===== config.mk =====
export PLATFORM = sky130hd
export DESIGN_NAME = lpf_ram
export DESIGN_NICKNAME = d
export VERILOG_FILES = /design/src/design/lpf_ram.sv
export SDC_FILE = /design/constraint.sdc
export NUM_CORES = 1
export LEC_CHECK = 0
export CORE_ASPECT_RATIO = 0.5
export CORE_MARGIN = 8
export CORE_UTILIZATION = 55
export DETAILED_ROUTE_END_ITERATION = 7
export DONT_BUFFER_PORTS = 1
export PLACE_DENSITY_LB_ADDON = 0.12
export SETUP_SLACK_MARGIN = 0.2
export SYNTH_ARGS = -nofsm -noshare
export SYNTH_HDL_FRONTEND = slang
export SYNTH_SLANG_ARGS = --single-unit

===== constraint.sdc =====
create_clock -name clock -period 2.3 [get_ports clock]
set_clock_uncertainty 0.1 [all_clocks]
set_input_delay 0.345 -clock clock [delete_from_list [all_inputs] [get_ports clock]]
set_output_delay 0.345 -clock clock [all_outputs]
set_load 0.05 [all_outputs]

===== src/design/lpf_ram.sv =====
// generic simple dual port ram with registered read
module lpf_ram #(
   parameter int WIDTH = 8,
   parameter int DEPTH = 16
) (
   input  logic                     clock,
   input  logic                     wr_en,
   input  logic [$clog2(DEPTH)-1:0] wr_addr,
   input  logic [WIDTH-1:0]         wr_data,
   input  logic [$clog2(DEPTH)-1:0] rd_addr,
   output logic [WIDTH-1:0]         rd_data
);
   logic [WIDTH-1:0] mem [DEPTH];

   always_ff @(posedge clock) begin
      if (wr_en) begin
         mem[wr_addr] <= wr_data;
      end
      rd_data <= mem[rd_addr];
   end
endmodule


==> run_results.csv <==
group,metric,value,unit
synth,synth_cell_type_count,19,
route,avgViaCountPerCell,6.08,
timing,tns,0,ps
timing,finalCritPeriodShare,68.0,%
grt,grt_pass1_wl,15.4,mm
floorplan,rows,25,
timing,min_period,1560,ps
floorplan,start_util,55.6,%
clocking,post_cts_buffers,0,
finish,antenna_cells,0,
grt,antenna_found_initial,0,
timing,max_freq,640,MHz
power_and_ir_drop,power_frac_clock,44.1,%
clocking,clk_latency,410,ps
grt,first_global_vias,2405,
clocking,path_clk_slew,50,ps
power_and_ir_drop,sw_frac_of_total,20.1,%
power_and_ir_drop,power_density,918,nW/um^2
grt,grt_start_max_net_pins,33,
grt,grtUsageTotal,16.9,%
finish,drive_gt1_share,21.3,%
power_and_ir_drop,leakagePower,1.98,nW
power_and_ir_drop,p_int,4.37,mW
placed_design,portBuffers,0,
synth,syn_inst,229,
finish,synthToLayoutAreaGrowth,15.6,%
setup_path,cp-end-kind,"primary output",
clocking,numCtsBuffers,17,
setup_path,cp.required,1860,ps
synth,syn_nets,247,
setup_path,crit_fanout,1,
finish,nNetsFinal,282,
timing,setup_violations,0,
synth,synth_area_leaders,"edfxtp_1, mux4_2, mux4_1",
synth,yosysWarnings,0,
floorplan,coreArea,9260,sq um
clocking,htree_num_levels,4,
synth,ys_seq_area_share,77.8,%
route,ant_nets,0,
run,cap_violations,0,
route,routedWlPerCell,26.2,microns
power_and_ir_drop,vdd_drop_max,0.832,mV
power_and_ir_drop,switchingPower,1.10,mW
finish,layout_commonest_cell,"edfxtp_1",
route,drc,0,
finish,most-common-layout-cells,"edfxtp_1, mux4_2, buf_4",
synth,ys_ff_latch,136,
timing,slew_headroom,54.2,%
finish,fill_cells,631,
placed_design,place_congestion,0.751,
synth,synth.cell_area,5150,sq um
finish,final_core_util,64.3,%
route,num_vias,2419,
setup_path,critPathLaunchType,"flip-flop",
floorplan,die_x,153,microns
floorplan,io_pins,26,
power_and_ir_drop,power_frac_seq,52.3,%
timing,finalHoldViolCount,0,
clocking,cts_tree,"done",
setup_path,worstPathArrival,1120,ps
clocking,clock_sinks,136,
status,status,"completed",
clocking,clockBufferDepth,2,
route,drt_iter0_drc,308,
grt,overflow,0,
floorplan,dieArea,12900,sq um
timing,worst_slew_pin_slew,685,ps
setup_path,path_class,"reg -> out",
synth,synth.top_cell.area_share,74.7,%
synth,synth_top_area_cell,"edfxtp_1",
timing,rsz0062_at_grt,"false",
placed_design,dp_hpwl,6.30,mm
synth,syn_area_per_cell,22.5,sq um
route,wl,10.4,mm
route,drtPass1Iterations,5,
clocking,cts_root_buffer,"clkbuf_16",
power_and_ir_drop,comb_power_share,3.6,%
hold_path,hp-class,"in -> reg",
timing,drv_slew,0,
floorplan,die_h,84.4,microns
metal layers:
| metal | GRT usage [%] | share of wire, % | up-vias | wire (microns) |
|---|---|---|---|---|
| met2 | 23.6 | 44 | 98 | 4540 |
| li1 | - | - | 1046 | - |
| met5 | 0 | 0 | - | 0 |
| met4 | 4.81 | 0.95 | 0 | 99 |
| met3 | 6.97 | 9.1 | 10 | 950 |
| met1 | 23.7 | 46 | 1265 | 4830 |
worst register-to-register path: cells and delay by family, from the launching register on:
family | cells | cell delay, ps
compound gates | 1 | 350
mux | 1 | 520
simple gates | 1 | 100
flops | 1 | 350
final timing paths:
check                           slack (ps)    endpoint  startpoint  depth (start not counted)
worst min-delay path                   130  rd_data[0]  rd_addr[1]                          3
worst max register to register         770  rd_data[1]   mem[9][1]                          3
worst max-delay path                   740  rd_data[2]  rd_data[2]                          0
worst min register to register         570  rd_data[4]  mem[12][4]                          3
registers in the layout, summed over array words and instances, names as in the netlist:
register,cells
mem,128
rd_data,8
cells by family after synthesis:
kind of cell	after synthesis	share of synthesized area [%]
AO/OA/AOI/OAI	16	2.33
buffers and inverters	10	1.68
multiplexers	32	15.0
AND/OR/NAND/NOR	35	3.18
flip-flops	136	77.8
area by class of cell:
type                    count  area (sq um)  share of cell area, %
flip-flops and latches    136          4000                   67.3
clock buffers              25           465                   7.82
clock inverters             7          56.3                  0.946
multi-input cells          83          1060                   17.8
well taps                 121           151                   2.54
repair buffers             26           215                   3.62
cells in the mapped netlist:
cell	n
nor2b_1	1
dfxtp_1	8
nor2_1	13
mux4_1	14
edfxtp_1	128
nand3_1	1
nand3b_1	2
clkdlybuf4s25_2	3
nor3_1	4
nand2_1	9
or3b_2	1
buf_6	3
a22oi_1	16
buf_2	3
and2b_1	1
buf_4	1
and2_1	1
mux4_2	18
nand2b_1	2
power groups by stage:
stage,clock (mW),combinational (mW),sequential [mW]
floorplan,0,0.141,2.89
global placement,0,0.155,2.91
detailed placement,0,0.157,2.91
CTS,2.43,0.201,2.86
global route,2.53,0.213,2.86
finish,2.41,0.199,2.86
what timing repair did:
item | 4_1_cts | 5_1_grt
hold buffers | 8 | 0
endpoints found under the hold margin | 128 | 0
gates resized for setup | 0 | 0
through the flow:
| stage | instances | hold WS, ps | setup WS [ps] | cell area [sq um] | power [mW] |
|---|---|---|---|---|---|
| 2_1_floorplan | 229 | 344 | 362 | 5150 | 3.03 |
| 3_3_place_gp | 358 | 345 | 663 | 5350 | 3.06 |
| 3_5_place_dp | 358 | 345 | 681 | 5350 | 3.06 |
| 4_1_cts | 398 | 124 | 721 | 5950 | 5.49 |
| 5_1_grt | 398 | 146 | 692 | 5950 | 5.61 |
| 6_report | 398 | 134 | 736 | 5950 | 5.46 |
Power figures use the tool's default switching activity.
